<file path="src/hw/rtl/sdinit_pkg.sv">
// ----------------------------------------------------------------------------
// sdinit_pkg
// Shared types, command codes and the control store of the SD init sequencer.
// ----------------------------------------------------------------------------
package sdinit_pkg;

  localparam int UADDR_W = 6;
  localparam int CLK_W   = 20;
  localparam int CAP_W   = 33;

  typedef logic [UADDR_W-1:0] uaddr_t;

  typedef enum logic [1:0] {
    OP_START = 2'd0,
    OP_OK    = 2'd1,
    OP_ERR   = 2'd2,
    OP_NONE  = 2'd3
  } operation_t;

  typedef enum logic [1:0] {
    ACT_CMD  = 2'd0,
    ACT_CLK  = 2'd1,
    ACT_DONE = 2'd2,
    ACT_FAIL = 2'd3
  } action_t;

  typedef enum logic [3:0] {
    PH_IDLE   = 4'd0,
    PH_CMD0   = 4'd1,
    PH_CMD8   = 4'd2,
    PH_CMD55  = 4'd3,
    PH_ACMD41 = 4'd4,
    PH_CMD2   = 4'd5,
    PH_CMD3   = 4'd6,
    PH_CMD9   = 4'd7,
    PH_CMD7   = 4'd8,
    PH_DONE   = 4'd9,
    PH_FAIL   = 4'd10
  } phase_t;

  // Jump conditions
  typedef enum logic [2:0] {
    C_NONE      = 3'd0,
    C_ALWAYS    = 3'd1,
    C_NOT_OK    = 3'd2,
    C_NO_ECHO   = 3'd3,
    C_NOT_READY = 3'd4,
    C_NO_HC41   = 3'd5,
    C_ATT_ZERO  = 3'd6
  } cond_t;

  // Datapath operations
  typedef enum logic [3:0] {
    D_NOP      = 4'd0,
    D_CLEAR    = 4'd1,
    D_SET_HC   = 4'd2,
    D_CLR_HC   = 4'd3,
    D_LOAD_ATT = 4'd4,
    D_DEC_ATT  = 4'd5,
    D_CAP_RCA  = 4'd6,
    D_CSD      = 4'd7,
    D_DIV_INIT = 4'd8,
    D_DIV_RUN  = 4'd9
  } dop_t;

  // Argument select
  typedef enum logic [1:0] {
    A_ZERO   = 2'd0,
    A_CMD8   = 2'd1,
    A_ACMD41 = 2'd2,
    A_RCA    = 2'd3
  } asel_t;

  typedef struct packed {
    cond_t       cond;
    uaddr_t      target;
    dop_t        dop;
    logic        emit;
    action_t     act;
    logic [15:0] cmd;
    asel_t       asel;
    logic        last;
    logic        set_ph;
    phase_t      ph;
    logic        halt;
  } uword_t;

  localparam logic [15:0] CW_NONE   = 16'h0000;
  localparam logic [15:0] CW_CMD0   = 16'h0000;
  localparam logic [15:0] CW_CMD8   = 16'h081A;
  localparam logic [15:0] CW_CMD55  = 16'h371A;
  localparam logic [15:0] CW_ACMD41 = 16'h2902;
  localparam logic [15:0] CW_CMD2   = 16'h0209;
  localparam logic [15:0] CW_CMD3   = 16'h031A;
  localparam logic [15:0] CW_CMD9   = 16'h0909;
  localparam logic [15:0] CW_CMD7   = 16'h071B;

  localparam logic [31:0] ARG_CMD8   = 32'h0000_01AA;
  localparam logic [31:0] ARG_ACMD41 = 32'h00FF_8000;
  localparam logic [31:0] ARG_HCS    = 32'h4000_0000;
  localparam logic [7:0]  ECHO_PAT   = 8'hAA;

  // Program entry points and labels
  localparam uaddr_t U_START   = 6'd0;
  localparam uaddr_t U_CMD0    = 6'd4;
  localparam uaddr_t U_CMD8    = 6'd5;
  localparam uaddr_t U_HC_SET  = 6'd7;
  localparam uaddr_t U_HC_CLR  = 6'd8;
  localparam uaddr_t U_ATT     = 6'd9;
  localparam uaddr_t U_ISS55   = 6'd11;
  localparam uaddr_t U_CMD55   = 6'd12;
  localparam uaddr_t U_ACMD41  = 6'd14;
  localparam uaddr_t U_ISS2    = 6'd17;
  localparam uaddr_t U_USE_ATT = 6'd18;
  localparam uaddr_t U_CMD2    = 6'd21;
  localparam uaddr_t U_CMD3    = 6'd23;
  localparam uaddr_t U_CMD9    = 6'd26;
  localparam uaddr_t U_CMD7    = 6'd29;
  localparam uaddr_t U_FAIL    = 6'd33;

  function automatic uword_t uw(cond_t c, uaddr_t t, dop_t d, logic e, action_t a,
                                logic [15:0] cw, asel_t s, logic l, logic sp,
                                phase_t p, logic h);
    uword_t w;
    w.cond   = c;
    w.target = t;
    w.dop    = d;
    w.emit   = e;
    w.act    = a;
    w.cmd    = cw;
    w.asel   = s;
    w.last   = l;
    w.set_ph = sp;
    w.ph     = p;
    w.halt   = h;
    return w;
  endfunction

  localparam uword_t UW_NOP = '{cond: C_NONE, target: '0, dop: D_NOP, emit: 1'b0,
                                act: ACT_CMD, cmd: CW_NONE, asel: A_ZERO, last: 1'b0,
                                set_ph: 1'b0, ph: PH_IDLE, halt: 1'b1};

  // Control store
  function automatic uword_t ucode(uaddr_t a);
    uword_t w;
    case (a)
      // start: clear card state, slow clock, CMD0
      6'd0:  w = uw(C_NONE, '0, D_CLEAR, 1'b0, ACT_CMD, CW_NONE, A_ZERO, 1'b0,
                    1'b1, PH_CMD0, 1'b0);
      6'd1:  w = uw(C_NONE, '0, D_DIV_INIT, 1'b0, ACT_CMD, CW_NONE, A_ZERO, 1'b0,
                    1'b0, PH_IDLE, 1'b0);
      6'd2:  w = uw(C_NONE, '0, D_NOP, 1'b1, ACT_CLK, CW_NONE, A_ZERO, 1'b0,
                    1'b0, PH_IDLE, 1'b0);
      6'd3:  w = uw(C_NONE, '0, D_NOP, 1'b1, ACT_CMD, CW_CMD0, A_ZERO, 1'b1,
                    1'b0, PH_IDLE, 1'b1);
      // CMD0 done
      6'd4:  w = uw(C_NONE, '0, D_NOP, 1'b1, ACT_CMD, CW_CMD8, A_CMD8, 1'b1,
                    1'b1, PH_CMD8, 1'b1);
      // CMD8 done
      6'd5:  w = uw(C_NOT_OK, U_HC_CLR, D_NOP, 1'b0, ACT_CMD, CW_NONE, A_ZERO, 1'b0,
                    1'b0, PH_IDLE, 1'b0);
      6'd6:  w = uw(C_NO_ECHO, U_ATT, D_NOP, 1'b0, ACT_CMD, CW_NONE, A_ZERO, 1'b0,
                    1'b0, PH_IDLE, 1'b0);
      6'd7:  w = uw(C_ALWAYS, U_ATT, D_SET_HC, 1'b0, ACT_CMD, CW_NONE, A_ZERO, 1'b0,
                    1'b0, PH_IDLE, 1'b0);
      6'd8:  w = uw(C_NONE, '0, D_CLR_HC, 1'b0, ACT_CMD, CW_NONE, A_ZERO, 1'b0,
                    1'b0, PH_IDLE, 1'b0);
      6'd9:  w = uw(C_NONE, '0, D_LOAD_ATT, 1'b0, ACT_CMD, CW_NONE, A_ZERO, 1'b0,
                    1'b0, PH_IDLE, 1'b0);
      6'd10: w = uw(C_ATT_ZERO, U_FAIL, D_NOP, 1'b0, ACT_CMD, CW_NONE, A_ZERO, 1'b0,
                    1'b0, PH_IDLE, 1'b0);
      6'd11: w = uw(C_NONE, '0, D_NOP, 1'b1, ACT_CMD, CW_CMD55, A_RCA, 1'b1,
                    1'b1, PH_CMD55, 1'b1);
      // CMD55 done
      6'd12: w = uw(C_NOT_OK, U_USE_ATT, D_NOP, 1'b0, ACT_CMD, CW_NONE, A_ZERO, 1'b0,
                    1'b0, PH_IDLE, 1'b0);
      6'd13: w = uw(C_NONE, '0, D_NOP, 1'b1, ACT_CMD, CW_ACMD41, A_ACMD41, 1'b1,
                    1'b1, PH_ACMD41, 1'b1);
      // ACMD41 done
      6'd14: w = uw(C_NOT_READY, U_USE_ATT, D_NOP, 1'b0, ACT_CMD, CW_NONE, A_ZERO,
                    1'b0, 1'b0, PH_IDLE, 1'b0);
      6'd15: w = uw(C_NO_HC41, U_ISS2, D_NOP, 1'b0, ACT_CMD, CW_NONE, A_ZERO, 1'b0,
                    1'b0, PH_IDLE, 1'b0);
      6'd16: w = uw(C_NONE, '0, D_SET_HC, 1'b0, ACT_CMD, CW_NONE, A_ZERO, 1'b0,
                    1'b0, PH_IDLE, 1'b0);
      6'd17: w = uw(C_NONE, '0, D_NOP, 1'b1, ACT_CMD, CW_CMD2, A_ZERO, 1'b1,
                    1'b1, PH_CMD2, 1'b1);
      // one attempt used, retry or give up
      6'd18: w = uw(C_NONE, '0, D_DEC_ATT, 1'b0, ACT_CMD, CW_NONE, A_ZERO, 1'b0,
                    1'b0, PH_IDLE, 1'b0);
      6'd19: w = uw(C_ATT_ZERO, U_FAIL, D_NOP, 1'b0, ACT_CMD, CW_NONE, A_ZERO, 1'b0,
                    1'b0, PH_IDLE, 1'b0);
      6'd20: w = uw(C_ALWAYS, U_ISS55, D_NOP, 1'b0, ACT_CMD, CW_NONE, A_ZERO, 1'b0,
                    1'b0, PH_IDLE, 1'b0);
      // CMD2 done
      6'd21: w = uw(C_NOT_OK, U_FAIL, D_NOP, 1'b0, ACT_CMD, CW_NONE, A_ZERO, 1'b0,
                    1'b0, PH_IDLE, 1'b0);
      6'd22: w = uw(C_NONE, '0, D_NOP, 1'b1, ACT_CMD, CW_CMD3, A_ZERO, 1'b1,
                    1'b1, PH_CMD3, 1'b1);
      // CMD3 done
      6'd23: w = uw(C_NOT_OK, U_FAIL, D_NOP, 1'b0, ACT_CMD, CW_NONE, A_ZERO, 1'b0,
                    1'b0, PH_IDLE, 1'b0);
      6'd24: w = uw(C_NONE, '0, D_CAP_RCA, 1'b0, ACT_CMD, CW_NONE, A_ZERO, 1'b0,
                    1'b0, PH_IDLE, 1'b0);
      6'd25: w = uw(C_NONE, '0, D_NOP, 1'b1, ACT_CMD, CW_CMD9, A_RCA, 1'b1,
                    1'b1, PH_CMD9, 1'b1);
      // CMD9 done
      6'd26: w = uw(C_NOT_OK, U_FAIL, D_NOP, 1'b0, ACT_CMD, CW_NONE, A_ZERO, 1'b0,
                    1'b0, PH_IDLE, 1'b0);
      6'd27: w = uw(C_NONE, '0, D_CSD, 1'b0, ACT_CMD, CW_NONE, A_ZERO, 1'b0,
                    1'b0, PH_IDLE, 1'b0);
      6'd28: w = uw(C_NONE, '0, D_NOP, 1'b1, ACT_CMD, CW_CMD7, A_RCA, 1'b1,
                    1'b1, PH_CMD7, 1'b1);
      // CMD7 done: fast clock, done
      6'd29: w = uw(C_NOT_OK, U_FAIL, D_NOP, 1'b0, ACT_CMD, CW_NONE, A_ZERO, 1'b0,
                    1'b0, PH_IDLE, 1'b0);
      6'd30: w = uw(C_NONE, '0, D_DIV_RUN, 1'b0, ACT_CMD, CW_NONE, A_ZERO, 1'b0,
                    1'b0, PH_IDLE, 1'b0);
      6'd31: w = uw(C_NONE, '0, D_NOP, 1'b1, ACT_CLK, CW_NONE, A_ZERO, 1'b0,
                    1'b1, PH_DONE, 1'b0);
      6'd32: w = uw(C_NONE, '0, D_NOP, 1'b1, ACT_DONE, CW_NONE, A_ZERO, 1'b1,
                    1'b0, PH_IDLE, 1'b1);
      6'd33: w = uw(C_NONE, '0, D_NOP, 1'b1, ACT_FAIL, CW_NONE, A_ZERO, 1'b1,
                    1'b1, PH_FAIL, 1'b1);
      default: w = UW_NOP;
    endcase
    return w;
  endfunction

endpackage

</file>
<file path="src/hw/rtl/sdinit_in_if.sv">
// ----------------------------------------------------------------------------
// sdinit_in_if
// Event channel into the sequencer: start request or command completion.
// ----------------------------------------------------------------------------
interface sdinit_in_if;
  import sdinit_pkg::*;

  logic        valid;
  logic        ready;
  logic [1:0]  operation;
  logic [31:0] resp_word0;
  logic [31:0] resp_word1;
  logic [31:0] resp_word2;
  logic [31:0] resp_word3;

  modport source (
    output valid, operation, resp_word0, resp_word1, resp_word2, resp_word3,
    input  ready
  );

  modport sink (
    input  valid, operation, resp_word0, resp_word1, resp_word2, resp_word3,
    output ready
  );
endinterface

</file>
<file path="src/hw/rtl/sdinit_out_if.sv">
// ----------------------------------------------------------------------------
// sdinit_out_if
// Result channel out of the sequencer: command, clock setting, done or fail.
// ----------------------------------------------------------------------------
interface sdinit_out_if;
  import sdinit_pkg::*;

  logic             valid;
  logic             ready;
  logic [1:0]       action;
  logic [15:0]      command_word;
  logic [31:0]      command_argument;
  logic [7:0]       clock_divisor;
  logic [CAP_W-1:0] capacity_blocks;
  logic             high_capacity;
  logic [15:0]      card_address;
  logic             last;

  modport source (
    output valid, action, command_word, command_argument, clock_divisor,
           capacity_blocks, high_capacity, card_address, last,
    input  ready
  );

  modport sink (
    input  valid, action, command_word, command_argument, clock_divisor,
           capacity_blocks, high_capacity, card_address, last,
    output ready
  );
endinterface

</file>
<file path="src/hw/rtl/sdinit_div.sv">
// ----------------------------------------------------------------------------
// sdinit_div
// Restoring divider, one quotient bit per cycle; returns base/freq - 1,
// floored at 0 and capped at 255. A zero divisor gives 255.
// ----------------------------------------------------------------------------
module sdinit_div (
  input  logic                         clk,
  input  logic                         rst,
  input  logic                         start,
  input  logic [sdinit_pkg::CLK_W-1:0] dividend,
  input  logic [sdinit_pkg::CLK_W-1:0] divisor,
  output logic                         done,
  output logic [7:0]                   result
);
  import sdinit_pkg::*;

  localparam int CNT_W = $clog2(CLK_W);

  logic             busy;
  logic             fin;
  logic [CNT_W-1:0] cnt;
  logic [CLK_W-1:0] rem;
  logic [CLK_W-1:0] quo;
  logic [CLK_W-1:0] dsr;

  logic [CLK_W:0]   trial;
  logic             ge;
  logic [CLK_W:0]   diff;
  logic [CLK_W-1:0] qm1;

  assign trial = {rem, quo[CLK_W-1]};
  assign ge    = trial >= {1'b0, dsr};
  assign diff  = trial - {1'b0, dsr};
  assign qm1   = quo - CLK_W'(1);

  always_ff @(posedge clk) begin
    if (rst) begin
      busy <= 1'b0;
      fin  <= 1'b0;
      done <= 1'b0;
      cnt  <= '0;
    end else begin
      done <= fin;
      fin  <= 1'b0;
      if (start) begin
        busy <= 1'b1;
        cnt  <= '0;
      end else if (busy) begin
        cnt <= cnt + CNT_W'(1);
        if (cnt == CNT_W'(CLK_W - 1)) begin
          busy <= 1'b0;
          fin  <= 1'b1;
        end
      end
    end
  end

  always_ff @(posedge clk) begin
    if (start) begin
      rem <= '0;
      quo <= dividend;
      dsr <= divisor;
    end else if (busy) begin
      rem <= ge ? diff[CLK_W-1:0] : trial[CLK_W-1:0];
      quo <= {quo[CLK_W-2:0], ge};
    end
    if (fin) begin
      if (quo == '0) begin
        result <= '0;
      end else if (qm1[CLK_W-1:8] != '0) begin
        result <= 8'hFF;
      end else begin
        result <= qm1[7:0];
      end
    end
  end

endmodule

</file>
<file path="src/hw/rtl/sd_card_init_sequencer_top.sv">
// ----------------------------------------------------------------------------
// sd_card_init_sequencer_top
// SD card bring-up sequencer: a control store steps a small datapath per event.
// A start and a successful final select event wait on the 20-step clock
// divider before their first result.
// One event at a time; the next event is taken the cycle after its program halts.
// Synchronous reset: idle, card state cleared, registers at their defaults.
// ----------------------------------------------------------------------------
module sd_card_init_sequencer_top (
  input  logic                        clk,
  input  logic                        rst,
  sdinit_in_if.sink                   events,
  sdinit_out_if.source                results,
  input  logic                        write_enable,
  input  logic [1:0]                  write_index,
  input  logic [sdinit_pkg::CLK_W-1:0] write_data
);
  import sdinit_pkg::*;

  typedef enum logic [1:0] {
    S_IDLE = 2'b01,
    S_RUN  = 2'b10
  } seq_state_t;

  localparam logic [1:0] REG_BASE = 2'd0;
  localparam logic [1:0] REG_INIT = 2'd1;
  localparam logic [1:0] REG_RUN  = 2'd2;
  localparam logic [1:0] REG_ATT  = 2'd3;

  // configuration
  logic [CLK_W-1:0] base_clock_khz;
  logic [CLK_W-1:0] init_clock_khz;
  logic [CLK_W-1:0] run_clock_khz;
  logic [7:0]       max_attempts;

  // sequencer and card state
  seq_state_t       state;
  uaddr_t           pc;
  uword_t           uw_cur;
  phase_t           phase;
  logic [7:0]       attempts_left;
  logic             hc_flag;
  logic [15:0]      rca_reg;
  logic [CAP_W-1:0] capacity_reg;

  // latched event
  logic             op_ok;
  logic [31:0]      w0;
  logic [31:0]      w1;
  logic [31:0]      w2;
  logic [31:0]      w3;

  // result register
  logic             res_valid;
  action_t          res_action;
  logic [15:0]      res_cmd;
  logic [31:0]      res_arg;
  logic [7:0]       res_div;
  logic [CAP_W-1:0] res_cap;
  logic             res_hc;
  logic [15:0]      res_rca;
  logic             res_last;

  // divider
  logic             div_wait;
  logic             div_start;
  logic             div_done;
  logic [7:0]       div_q;
  logic [CLK_W-1:0] div_freq;

  logic             accept;
  logic             disp_ok;
  uaddr_t           disp_pc;
  logic             is_div;
  logic             emit_ok;
  logic             step;
  logic             cond_true;
  logic [31:0]      arg_sel;
  logic [CAP_W-1:0] csd_cap;

  // CSD decode; register bit n holds CSD bit n+8
  logic [21:0]      c2_size;
  logic [22:0]      c2_plus;
  logic [11:0]      c1_size;
  logic [12:0]      c1_plus;
  logic [4:0]       c1_shift;
  logic [36:0]      c1_wide;

  assign uw_cur  = ucode(pc);
  assign accept  = events.valid && events.ready;
  assign is_div  = (uw_cur.dop == D_DIV_INIT) || (uw_cur.dop == D_DIV_RUN);
  assign emit_ok = !res_valid || results.ready;
  assign step    = (state == S_RUN) && !(uw_cur.emit && !emit_ok) && !(is_div && !div_done);

  assign div_start = (state == S_RUN) && is_div && !div_wait;
  assign div_freq  = (uw_cur.dop == D_DIV_INIT) ? init_clock_khz : run_clock_khz;

  always_comb begin
    disp_ok = 1'b0;
    disp_pc = U_START;
    case (operation_t'(events.operation))
      OP_START: disp_ok = 1'b1;
      OP_OK, OP_ERR: begin
        disp_ok = 1'b1;
        case (phase)
          PH_CMD0:   disp_pc = U_CMD0;
          PH_CMD8:   disp_pc = U_CMD8;
          PH_CMD55:  disp_pc = U_CMD55;
          PH_ACMD41: disp_pc = U_ACMD41;
          PH_CMD2:   disp_pc = U_CMD2;
          PH_CMD3:   disp_pc = U_CMD3;
          PH_CMD9:   disp_pc = U_CMD9;
          PH_CMD7:   disp_pc = U_CMD7;
          default:   disp_ok = 1'b0;   // idle, done, fail: ignored
        endcase
      end
      default: disp_ok = 1'b0;
    endcase
  end

  always_comb begin
    case (uw_cur.cond)
      C_ALWAYS:    cond_true = 1'b1;
      C_NOT_OK:    cond_true = !op_ok;
      C_NO_ECHO:   cond_true = w0[7:0] != ECHO_PAT;
      C_NOT_READY: cond_true = !(op_ok && w0[31]);
      C_NO_HC41:   cond_true = !w0[30];
      C_ATT_ZERO:  cond_true = attempts_left == 8'd0;
      default:     cond_true = 1'b0;
    endcase
  end

  always_comb begin
    case (uw_cur.asel)
      A_CMD8:   arg_sel = ARG_CMD8;
      A_ACMD41: arg_sel = ARG_ACMD41 | (hc_flag ? ARG_HCS : 32'd0);
      A_RCA:    arg_sel = {rca_reg, 16'd0};
      default:  arg_sel = 32'd0;
    endcase
  end

  always_comb begin
    c2_size  = w1[29:8];
    c2_plus  = {1'b0, c2_size} + 23'd1;
    c1_size  = {w2[1:0], w1[31:22]};
    c1_plus  = {1'b0, c1_size} + 13'd1;
    c1_shift = 5'd2 + {2'b00, w1[9:7]} + {1'b0, w2[11:8]};
    c1_wide  = {24'd0, c1_plus} << c1_shift;
    if (w3[23:22] == 2'b01) begin
      csd_cap = {c2_plus, 10'd0};
    end else begin
      csd_cap = {5'd0, c1_wide[36:9]};
    end
  end

  sdinit_div u_div (
    .clk      (clk),
    .rst      (rst),
    .start    (div_start),
    .dividend (base_clock_khz),
    .divisor  (div_freq),
    .done     (div_done),
    .result   (div_q)
  );

  // control and card state
  always_ff @(posedge clk) begin
    if (rst) begin
      base_clock_khz <= CLK_W'(100000);
      init_clock_khz <= CLK_W'(400);
      run_clock_khz  <= CLK_W'(25000);
      max_attempts   <= 8'd100;
      state          <= S_IDLE;
      pc             <= U_START;
      phase          <= PH_IDLE;
      attempts_left  <= 8'd0;
      hc_flag        <= 1'b0;
      rca_reg        <= 16'd0;
      capacity_reg   <= '0;
      res_valid      <= 1'b0;
      div_wait       <= 1'b0;
    end else begin
      if (write_enable) begin
        case (write_index)
          REG_BASE: base_clock_khz <= write_data;
          REG_INIT: init_clock_khz <= write_data;
          REG_RUN:  run_clock_khz  <= write_data;
          REG_ATT:  max_attempts   <= write_data[7:0];
          default:  ;
        endcase
      end

      if (results.ready) begin
        res_valid <= 1'b0;
      end

      if (div_start) begin
        div_wait <= 1'b1;
      end else if (div_done) begin
        div_wait <= 1'b0;
      end

      if (accept && disp_ok) begin
        state <= S_RUN;
        pc    <= disp_pc;
      end

      if (step) begin
        case (uw_cur.dop)
          D_CLEAR: begin
            hc_flag       <= 1'b0;
            rca_reg       <= 16'd0;
            capacity_reg  <= '0;
            attempts_left <= 8'd0;
          end
          D_SET_HC:   hc_flag <= 1'b1;
          D_CLR_HC:   hc_flag <= 1'b0;
          D_LOAD_ATT: attempts_left <= max_attempts;
          D_DEC_ATT: begin
            if (attempts_left != 8'd0) begin
              attempts_left <= attempts_left - 8'd1;
            end
          end
          D_CAP_RCA:  rca_reg <= w0[31:16];
          D_CSD:      capacity_reg <= csd_cap;
          default:    ;
        endcase
        if (uw_cur.emit) begin
          res_valid <= 1'b1;
        end
        if (uw_cur.set_ph) begin
          phase <= uw_cur.ph;
        end
        if (uw_cur.halt) begin
          state <= S_IDLE;
        end else if (cond_true) begin
          pc <= uw_cur.target;
        end else begin
          pc <= pc + UADDR_W'(1);
        end
      end
    end
  end

  // event request payload
  always_ff @(posedge clk) begin
    if (accept) begin
      op_ok <= operation_t'(events.operation) == OP_OK;
      w0    <= events.resp_word0;
      w1    <= events.resp_word1;
      w2    <= events.resp_word2;
      w3    <= events.resp_word3;
    end
  end

  // result payload
  always_ff @(posedge clk) begin
    if (step && uw_cur.emit) begin
      res_action <= uw_cur.act;
      res_cmd    <= (uw_cur.act == ACT_CMD) ? uw_cur.cmd : 16'd0;
      res_arg    <= (uw_cur.act == ACT_CMD) ? arg_sel : 32'd0;
      res_div    <= (uw_cur.act == ACT_CLK) ? div_q : 8'd0;
      res_cap    <= capacity_reg;
      res_hc     <= hc_flag;
      res_rca    <= rca_reg;
      res_last   <= uw_cur.last;
    end
  end

  assign events.ready = (state == S_IDLE);

  assign results.valid            = res_valid;
  assign results.action           = res_action;
  assign results.command_word     = res_cmd;
  assign results.command_argument = res_arg;
  assign results.clock_divisor    = res_div;
  assign results.capacity_blocks  = res_cap;
  assign results.high_capacity    = res_hc;
  assign results.card_address     = res_rca;
  assign results.last             = res_last;

endmodule
</file>
<file path="src/flat_wrapper.sv">
// flat-port wrapper written by rule: the top's interface ports become plain ports
module sd_card_init_sequencer_top_flat import sdinit_pkg::*;
  (clk, rst, write_enable, write_index, write_data, events_valid, events_operation, events_resp_word0, events_resp_word1, events_resp_word2, events_resp_word3, events_ready, results_valid, results_action, results_command_word, results_command_argument, results_clock_divisor, results_capacity_blocks, results_high_capacity, results_card_address, results_last, results_ready);
  sdinit_in_if events_i ();
  sdinit_out_if results_i ();
  input  logic clk;
  input  logic rst;
  input  logic write_enable;
  input  logic [1:0] write_index;
  input  logic [sdinit_pkg::CLK_W-1:0] write_data;
  input wire logic [$bits(events_i.valid)-1:0] events_valid;
  input wire logic [$bits(events_i.operation)-1:0] events_operation;
  input wire logic [$bits(events_i.resp_word0)-1:0] events_resp_word0;
  input wire logic [$bits(events_i.resp_word1)-1:0] events_resp_word1;
  input wire logic [$bits(events_i.resp_word2)-1:0] events_resp_word2;
  input wire logic [$bits(events_i.resp_word3)-1:0] events_resp_word3;
  output wire logic [$bits(events_i.ready)-1:0] events_ready;
  output wire logic [$bits(results_i.valid)-1:0] results_valid;
  output wire logic [$bits(results_i.action)-1:0] results_action;
  output wire logic [$bits(results_i.command_word)-1:0] results_command_word;
  output wire logic [$bits(results_i.command_argument)-1:0] results_command_argument;
  output wire logic [$bits(results_i.clock_divisor)-1:0] results_clock_divisor;
  output wire logic [$bits(results_i.capacity_blocks)-1:0] results_capacity_blocks;
  output wire logic [$bits(results_i.high_capacity)-1:0] results_high_capacity;
  output wire logic [$bits(results_i.card_address)-1:0] results_card_address;
  output wire logic [$bits(results_i.last)-1:0] results_last;
  input wire logic [$bits(results_i.ready)-1:0] results_ready;
  assign events_i.valid = events_valid;
  assign events_i.operation = events_operation;
  assign events_i.resp_word0 = events_resp_word0;
  assign events_i.resp_word1 = events_resp_word1;
  assign events_i.resp_word2 = events_resp_word2;
  assign events_i.resp_word3 = events_resp_word3;
  assign events_ready = events_i.ready;
  assign results_valid = results_i.valid;
  assign results_action = results_i.action;
  assign results_command_word = results_i.command_word;
  assign results_command_argument = results_i.command_argument;
  assign results_clock_divisor = results_i.clock_divisor;
  assign results_capacity_blocks = results_i.capacity_blocks;
  assign results_high_capacity = results_i.high_capacity;
  assign results_card_address = results_i.card_address;
  assign results_last = results_i.last;
  assign results_i.ready = results_ready;
  sd_card_init_sequencer_top u_core (.clk(clk), .rst(rst), .events(events_i), .results(results_i), .write_enable(write_enable), .write_index(write_index), .write_data(write_data));
endmodule
</file>
<file path="config.mk">
export PLATFORM = sky130hd
export DESIGN_NAME = sd_card_init_sequencer_top_flat
export DESIGN_NICKNAME = d
export VERILOG_FILES = /design/src/hw/rtl/sdinit_pkg.sv /design/src/hw/rtl/sdinit_in_if.sv /design/src/hw/rtl/sdinit_out_if.sv /design/src/hw/rtl/sdinit_div.sv /design/src/hw/rtl/sd_card_init_sequencer_top.sv /design/src/flat_wrapper.sv
export SDC_FILE = /design/constraint.sdc
export NUM_CORES = 1
export LEC_CHECK = 0
export BUFFER_PORTS_ARGS = -buffer_cell sky130_fd_sc_hd__buf_2
export CORE_MARGIN = 2
export CORE_UTILIZATION = 38
export DETAILED_ROUTE_END_ITERATION = 16
export PLACE_DENSITY = 0.58
export SLEW_MARGIN = 20
export SYNTH_ARGS = -nofsm -noshare
export SYNTH_HDL_FRONTEND = slang
export SYNTH_SLANG_ARGS = --single-unit
</file>
<file path="constraint.sdc">
create_clock -name clk -period 4.47 [get_ports clk]
set_input_delay 0.2235 -clock clk [delete_from_list [all_inputs] [get_ports clk]]
set_output_delay 0.2235 -clock clk [all_outputs]
set_load 0.02 [all_outputs]
</file>
* Yosys cells after proc, flatten, opt, wreduce, memory -nomap -nowiden *
Memory sizes are Yosys's and may differ from the RTL's. A register that Yosys moved wholly into a read port is not among the register bits.
Cells that the tools add are included.

storage, ports and cells
  register bits = 426
  memory bits (read-only) = 2176
  bits of input ports = 157
  output and inout port bits = 111
  logic and storage cells = 168
  memories kept = 1

operators by class
  $add $sub $neg = 9
  $lt $le $gt $ge = 1
  equal/unequal tests = 38
  shift-type cells = 1
  muxes and demuxes = 35
  bitwise gates (word level) = 1
  reductions and logical operators = 48

memories
  memory           depth  width  rd ports  clocked after Yosys merged registers in  write ports  RTL line           source
  (no name shown)  64     34     1         1                                        0            sdinit_pkg.sv:146  case (a)

operator list
  kind                     count
  $pmux W32 S3             1
  $mux W20                 4
  $pmux W33 S2             1
  $pmux W5 S8              1
  $shl A13 B5 Y37          1
  $mux W33                 1
  $eq A4 B3 Y1 const B     8
  $pmux W16 S2             1
  $mux W31                 1
  $mux W6                  5
  $pmux W8 S3              1
  $add A22 B1 Y23 const B  1
  $ge A21 B20 Y1           1
  $logic_not A20 Y1        1
  $sub A20 B1 Y20 const B  1
  $sub A20 B20 Y20         1
  $eq A4 B2 Y1 const B     4
  $mux W8                  2
  $reduce_and A2 Y1        8
  $add A12 B1 Y13 const B  1
  $eq A2 B1 Y1 const B     6
  $eq A2 B2 Y1 const B     6
  $eq A4 B4 Y1 const B     3
  $reduce_bool A12 Y1      1
  other kinds (30)         72

* Depth between registers and ports, before layout *
Gate-level depths: netlist of run 1.

  depth in word-level cells = 9
  gate-level depth with buffers = 14
  mapped depth without buffers = 13

* Cells and area by module *
Synthesis of run 1 repeated with hierarchy kept, for this count alone.

unflattened totals
  cell total of the unflattened synthesis = 1858
  area, all modules = 18691.7 um2

by module, submodules not included
  module                      instances  cells an instance  area an instance (um2)
  sd_card_init_sequencer_top  1          1389               14134.8
  sdinit_div                  1          469                4556.9

* Worst setup path before layout of run 1 *
No wires, ideal clock.

  path type = reg-to-reg
  start point = reg u_core.state[1]
  end point = reg u_core.uw_cur[17] (netlist name)
  library setup time = 0.059 ns
  arrival time = 3.777 ns
  required time = 4.411 ns
  path slack = 0.634 ns
  stages on the path, launching flop included = 14
  cells stage by stage = dfxtp_1 and3b_1 nand2b_1 o21ai_0 nand3_1 o21ai_1 nor2_1 inv_1 ha_1 buf_2 nand2_1 a2111oi_4 or2_1 a31o_1

on the way
  longest elaborated chain between the ends = 7
  elaborated cells between the ends (all ways) = 10
  those cells by class = 2 x eq/ne; 4 x mux; 4 x reduce/logical

ends and longest elaborated chain
  item                    RTL line                           source
  start, declared         sd_card_init_sequencer_top.sv:37   seq_state_t state;
  start signal, assigned  sd_card_init_sequencer_top.sv:173  state <= S_IDLE;
  start signal, assigned  sd_card_init_sequencer_top.sv:204  state <= S_RUN;
  start signal, assigned  sd_card_init_sequencer_top.sv:235  state <= S_IDLE;
  $eq A2 B1 Y1 *          sd_card_init_sequencer_top.sv:270  assign events.ready = (state == S_IDLE);
  $logic_and A1 B1 Y1 *   sd_card_init_sequencer_top.sv:90   assign accept = events.valid && events.ready;
  net u_core.accept       sd_card_init_sequencer_top.sv:71   logic accept;
  $logic_and A1 B1 Y1 *   sd_card_init_sequencer_top.sv:203  if (accept && disp_ok) begin
  $mux W6 *               sd_card_init_sequencer_top.sv:203
  $mux W6                 sd_card_init_sequencer_top.sv:234  if (uw_cur.halt) begin
  $mux W6 *               sd_card_init_sequencer_top.sv:208  if (step) begin
  $mux W6 (no line) *     n/a

Mark *: on every way through the listed nets, which the timed path passes. The rest lies on a longest branch.
A chain may end at the register's enable or synchronous reset.

* Worst setup path after layout of run 1 *
  start point = reg u_core.attempts_left[3]
  end point = reg u_core.uw_cur[17] (netlist name)

on the way
  longest elaborated chain between the ends = 6

ends and longest elaborated chain
  item                    RTL line                           source
  start, declared         sd_card_init_sequencer_top.sv:41   logic [7:0] attempts_left;
  start signal, assigned  sd_card_init_sequencer_top.sv:218  D_LOAD_ATT: attempts_left <= max_attempts;
  start signal, assigned  sd_card_init_sequencer_top.sv:221  attempts_left <= attempts_left - 8'd1;
  $logic_not A8 Y1        sd_card_init_sequencer_top.sv:128  C_ATT_ZERO: cond_true = attempts_left == 8'd0;
  $pmux W1 S6             sd_card_init_sequencer_top.sv:122  case (uw_cur.cond)
  $mux W6                 sd_card_init_sequencer_top.sv:236  end else if (cond_true) begin
  $mux W6                 sd_card_init_sequencer_top.sv:234
  $mux W6                 sd_card_init_sequencer_top.sv:208
  $mux W6 (no line)       n/a

No other way between the ends.

==> impl_metrics.json, run 1 <==
{
  "status": "completed",
  "worstPathArrival_ns": 4.23,
  "wl_microns": 46850,
  "cp-start-kind": "flop",
  "power.density_nw_per_um2": 385.7,
  "gp_congestion": 0.8901,
  "via_per_inst": 5.221,
  "setup_viol": 0,
  "htreeDepth": 2,
  "vias": 13910,
  "worstSetupPathType": "reg2reg",
  "fin_tns_setup_ns": 0,
  "placed_cells": 2509,
  "synth_edf_count": 195,
  "clk_pin_slew_ns": 0.06,
  "drt-pass1-iter-count": 7,
  "grt_max_degree": 79,
  "ios": 268,
  "drtIter0Drc": 926,
  "p_total_mw": 8.375,
  "syn_area_sq_um": 18170,
  "dieArea_sq_um": 49570,
  "root_buffer": "clkbuf_16",
  "worst_pin_slew_ns": 1.035,
  "period_share": 0.8330,
  "port_buffers": 180,
  "grt_first_pass_wirelength_microns": 74000,
  "die_y_microns": 222.7,
  "yosysWarnings": 0,
  "ys_ff_latch": 397,
  "timing.slew.headroom": 0.3097,
  "cts.sinks": 397,
  "fin_skew_ns": 0.01603,
  "slew_violations": 0,
  "worstHoldPathType": "in2reg",
  "rows": 80,
  "post-route-min-period_ns": 3.724,
  "clockBufferDepth": 3,
  "coreArea_sq_um": 47450,
  "drive_gt1_frac": 0.1664,
  "antenna_left": 0,
  "antenna_cells": 0,
  "ys_types": 102,
  "utilization": 0.4576,
  "wire_per_inst_microns": 17.59,
  "maxCapViolCount": 0,
  "synth-async-reset-ratio": 0,
  "dpl.hpwl_microns": 32290,
  "synth_most_common_cell": "nand2_1",
  "p_leak_nw": 8.491,
  "synthTopCellsByCount": "295 x nand2_1, 202 x dfxtp_1, 195 x edfxtp_1",
  "final_cells": 2664,
  "largest_reg_flops": 34,
  "synth-seq-area-share": 0.5449,
  "finalNetCount": 2218,
  "grt_pass1_vias": 13590,
  "crit_fanout": 8,
  "die_x_microns": 222.7,
  "synth_top_area_frac": 0.3223,
  "area_growth_pct": 19.52,
  "antenna_found_initial": 1,
  "ys.flop_type": "dfxtp_1",
  "crit_path_end_kind": "flop",
  "synthTopCellsByArea": "edfxtp_1 32%, dfxtp_1 22%, nand2_1 6.1%",
  "synth.avg_cell_area_sq_um": 10.19,
  "postCtsResizedCells": 0,
  "post-route-drc-count": 0,
  "synthCells": 1783,
  "fill_cells": 4535,
  "synth_top_area_cell": "edfxtp_1",
  "track_usage": 0.1861,
  "whs_ns": 0.07578,
  "required_ns": 4.98,
  "cts_tree": "done",
  "cts_buffers": 43,
  "fmax_mhz": 268.6,
  "ir_worst_vdd_v": 0.0002811,
  "rsz0062_at_grt": "no",
  "r2r_slack_ns": 0.75,
  "report.final.hold_viol_count": 0,
  "grt-ovfl-total": 0,
  "clock_latency_ns": 0.58,
  "initial_core_util": 0.3829
}
==> cells in the final DEF, fill, tap and decap left out, types with 41 or more instances in the layout <==
cell,netlist,final
a21oi_1,138,138
buf_2,8,179
clkbuf_16,0,43
dfxtp_1,202,202
dlygate4sd3_1,0,77
edfxtp_1,195,195
ha_1,43,43
inv_1,64,64
nand2_1,295,295
nor2_1,109,109
nor3_1,42,41
o21ai_0,59,59
xnor2_1,42,42
==> metrics by stage <==
| stage | worst slack [ns] | cell area [sq um] |
|---|---|---|
| 2_1_floorplan | 0.6344 | 18220 |
| 3_3_place_gp | 0.7872 | 19580 |
| 3_5_place_dp | 0.7935 | 19580 |
| 4_1_cts | 0.7677 | 21710 |
| 5_1_grt | 0.4122 | 21710 |
| 6_report | 0.7464 | 21710 |
==> worst max-delay path: stages (launching register included) <==
cell and delay, ns:
dfxtp_1 0.36, nor4_2 0.41, a31oi_1 0.17, a21oi_2 0.42, mux2_2 0.39, o21ai_1 0.11, buf_4 0.17, nor2_1 0.11
inv_1 0.23, ha_1 0.36, nand2_1 0.15, a2111oi_4 0.50, or2_1 0.18, a31o_1 0.09
==> area by class of cell <==
type                       count  area (sq um)  area share
clock buffer                  62          1177     0.05422
clock inverter                16         176.4    0.008125
inverter                      66         247.7     0.01141
multi-input combinational   1229          7591      0.3496
sequential                   397          9899      0.4559
tap                          615         769.5     0.03544
timing repair buffer         279          1852     0.08528
==> report_power, final <==
part,switching (mW),internal [mW],total (mW),leakage [nW]
Clock,1.46,1.97,3.43,0.652
Combinational,0.586,0.394,0.979,4.25
Sequential,0.0658,3.90,3.97,3.59
==> per-layer routing <==
layer | routed length [microns] | global-route usage
met5 | 0 | 0
met4 | 1482 | 0.07383
met3 | 1919 | 0.02751
met2 | 23090 | 0.3195
met1 | 20360 | 0.2358
==> path summary, 6_finish.rpt <==
| check | cells after the start | endpoint | start |
|---|---|---|---|
| setup / recovery | 13 | u_core.uw_cur[17] | u_core.attempts_left[3] |
| hold / removal | 3 | u_core.results.valid | results_ready |
| setup reg to reg | 13 | u_core.uw_cur[17] | u_core.attempts_left[3] |
| hold reg to reg | 0 | u_core.results.last | u_core.uw_cur[6] |
==> cells by family after synthesis <==
| kind of cell | Yosys count | synth area share |
|---|---|---|
| buffers and inverters | 172 | 0.04146 |
| AOI/OAI and AO/OA | 388 | 0.1395 |
| xor gates and xnor gates | 64 | 0.03085 |
| muxes | 66 | 0.04070 |
| DFF | 397 | 0.5449 |
| other | 1 | 0.0002064 |
| adders and majority gates | 45 | 0.03182 |
| and+or+nand+nor | 650 | 0.1706 |
==> timing repair <==
| item | in CTS | in global routing |
|---|---|---|
| hold buffers | 77 | 0 |
| hold endpoints to repair | 125 | 0 |
| setup buffers | 0 | 0 |
No activity file was read; power rests on OpenSTA's default activity.
==> run 2: changes to the inputs <==
--- a/config.mk
+++ b/config.mk
@@ -9,7 +9,7 @@
 export CORE_MARGIN = 2
 export CORE_UTILIZATION = 38
 export DETAILED_ROUTE_END_ITERATION = 16
-export PLACE_DENSITY = 0.58
+export PLACE_DENSITY = 0.6
 export SLEW_MARGIN = 20
 export SYNTH_ARGS = -nofsm -noshare
 export SYNTH_HDL_FRONTEND = slang
==> constraint.sdc (replaced) <==
create_clock -name clk -period 3.1 [get_ports clk]
set_input_delay 0.155 -clock clk [delete_from_list [all_inputs] [get_ports clk]]
set_output_delay 0.155 -clock clk [all_outputs]
set_load 0.02 [all_outputs]
==> impl_metrics.json, run 2 (synthesis results as in run 1) <==
{
  "worstReg2RegStart": "u_core.phase[0]",
  "r2r_slack_ns": 0.11,
  "slew_violations": 0,
  "area_growth_pct": 23.61,
  "drive_gt1_frac": 0.2041,
  "crit_fanout": 5,
  "worst_path_largest_cell_delay_ns": 0.56,
  "vias": 14230,
  "ios": 268,
  "maxCapViolCount": 0,
  "port_buffers": 180,
  "finalNetCount": 2284,
  "gp_congestion": 0.9125,
  "htreeDepth": 2,
  "coreArea_sq_um": 47450,
  "p_int_mw": 9.287,
  "worst_pin_slew_ns": 1.183,
  "path_common_cell": "a21oi_1",
  "cp.buffers_inverters": 1,
  "wl_microns": 47030,
  "clock_latency_ns": 0.59,
  "rows": 80,
  "rr_endpoint": "u_core.uw_cur[5]",
  "clk_pin_slew_ns": 0.06,
  "ir_worst_vdd_v": 0.0004419,
  "root_buffer": "clkbuf_16",
  "cp-start-kind": "flop",
  "setup_viol": 0,
  "period_share": 0.9654,
  "post-route-drc-count": 0,
  "fmax_mhz": 334.1,
  "whs_ns": 0.03640,
  "p_sw_mw": 3.125,
  "antenna_found_initial": 1,
  "initial_core_util": 0.3829,
  "cts.sinks": 397,
  "crit_family": "compound AO/OA/AOI/OAI gates",
  "via_per_inst": 5.206,
  "cts_tree": "done",
  "grt_max_degree": 83,
  "hold_end": "u_core.run_clock_khz[15]",
  "clockBufferDepth": 3,
  "cts_buffers": 43,
  "grt_pass1_vias": 13750,
  "die_y_microns": 222.7,
  "reg2regPathDepth": 12,
  "largest_reg_flops": 34,
  "final_common_cell": "nand2_1",
  "p_leak_nw": 8.898,
  "die_x_microns": 222.7,
  "dpl.hpwl_microns": 32880,
  "grt-ovfl-total": 0,
  "drtIter0Drc": 836,
  "grt_first_pass_wirelength_microns": 73570,
  "crit_path_end_kind": "flop",
  "clockPowerShare": 0.422,
  "slowest_stage": "or4_4",
  "dieArea_sq_um": 49570,
  "crit_chain": "or4_4, a31oi_4, or2b_4, a221o_1, o31ai_2, nor2_2, inv_1, ha_2, a21oi_1, a221oi_2, a2111oi_2, a21oi_1",
  "post-route-min-period_ns": 2.993,
  "fin_skew_ns": 0.03046,
  "track_usage": 0.1851,
  "final_cell_mix": "295 x nand2_1, 202 x dfxtp_1, 195 x edfxtp_1",
  "status": "completed",
  "worstSetupPathType": "reg2reg",
  "worstPathArrival_ns": 3.46,
  "utilization": 0.4733,
  "required_ns": 3.57,
  "timing.slew.headroom": 0.2076,
  "p_seq_frac": 0.461,
  "worstHoldStart": "write_index[0]",
  "antenna_left": 0,
  "drt-pass1-iter-count": 5,
  "wire_per_inst_microns": 17.21,
  "power.density_nw_per_um2": 552.7,
  "worst-path-stages": 12,
  "hold_depth": 4,
  "report.final.hold_viol_count": 0,
  "worstHoldPathType": "in2reg",
  "comb_power_share": 0.118,
  "swShare": 0.2518
}
[run 2: changes by cell type in the layout (fill, tap and decap cells not counted), sizes merged, moves of 2 or more]
cell | before | now
dlygate4sd3 | 77 | 79
bufinv | 2 | 5
buf | 202 | 266
clkbuf | 62 | 52
clkinv | 9 | 20
[run 2: routing by layer]
metal | vias to the layer above | share of wire | global-route usage
met4 | 0 | 0.040 | 0.08400
met1 | 6770 | 0.44 | 0.2342
li1 | 6963 | - | -
met3 | 107 | 0.045 | 0.02830
met2 | 388 | 0.48 | 0.3126
met5 | - | 0 | 0
[run 2: worst max path at each step]
stage                                 start                 to  slack [ns]
floorplan           u_core.attempts_left[3]  u_core.uw_cur[17]      -0.009
global placement            u_core.phase[0]  u_core.uw_cur[39]        0.05
detailed placement          u_core.phase[0]  u_core.uw_cur[39]       -0.01
CTS                         u_core.phase[0]  u_core.uw_cur[39]        0.06
global route                u_core.phase[0]   u_core.uw_cur[5]       -0.07
finish                      u_core.phase[0]   u_core.uw_cur[5]        0.11
[run 2: final cells by class]
cell class	count	area (sq um)
antenna	1	2.502
clock inverter	28	321.6
tap	615	769.5
sequential	397	9899
multi-input combinational	1229	7709
fill	4403	24990
timing repair buffer	345	2377
inverter	66	247.7
clock buffer	52	1130
[run 2: worst register-to-register path: stages (launching register included)]
cell and delay, ns:
dfxtp_1 0.33, or4_4 0.56, a31oi_4 0.21, or2b_4 0.15
a221o_1 0.19, o31ai_2 0.10, nor2_2 0.23, inv_1 0.14
ha_2 0.25, a21oi_1 0.29, a221oi_2 0.12, a2111oi_2 0.25
a21oi_1 0.08
[run 2: per-stage QoR]
stage	setup WS [ns]	setup TNS (ns)	instance area, sq um	std cells	total power [mW]
floorplan	-0.009025	-0.009025	18230	1798	6.768
global placement	0.04700	0	20080	2571	7.155
detailed placement	-0.01386	-0.01386	20080	2571	7.173
CTS	0.05969	0	22320	2730	12.52
global route	-0.06917	-0.1917	22460	2733	12.90
finish	0.1073	0	22460	2733	12.41
[run 2: repair_timing]
item                                    CTS  global route
hold buffers                             79             0
pin swaps                                 0             4
buffers inserted                          0             2
endpoints found under the setup margin    1            38
endpoints found under the hold margin   132             0
resized for setup                         1            25
[run 2: power by group through the flow]
stage               Combinational [mW]  Sequential, mW  Clock, mW
floorplan                        0.968            5.80          0
global placement                  1.33            5.83          0
detailed placement                1.34            5.83          0
CTS                               1.43            5.72       5.37
global route                      1.60            5.74       5.57
finish                            1.46            5.72       5.23
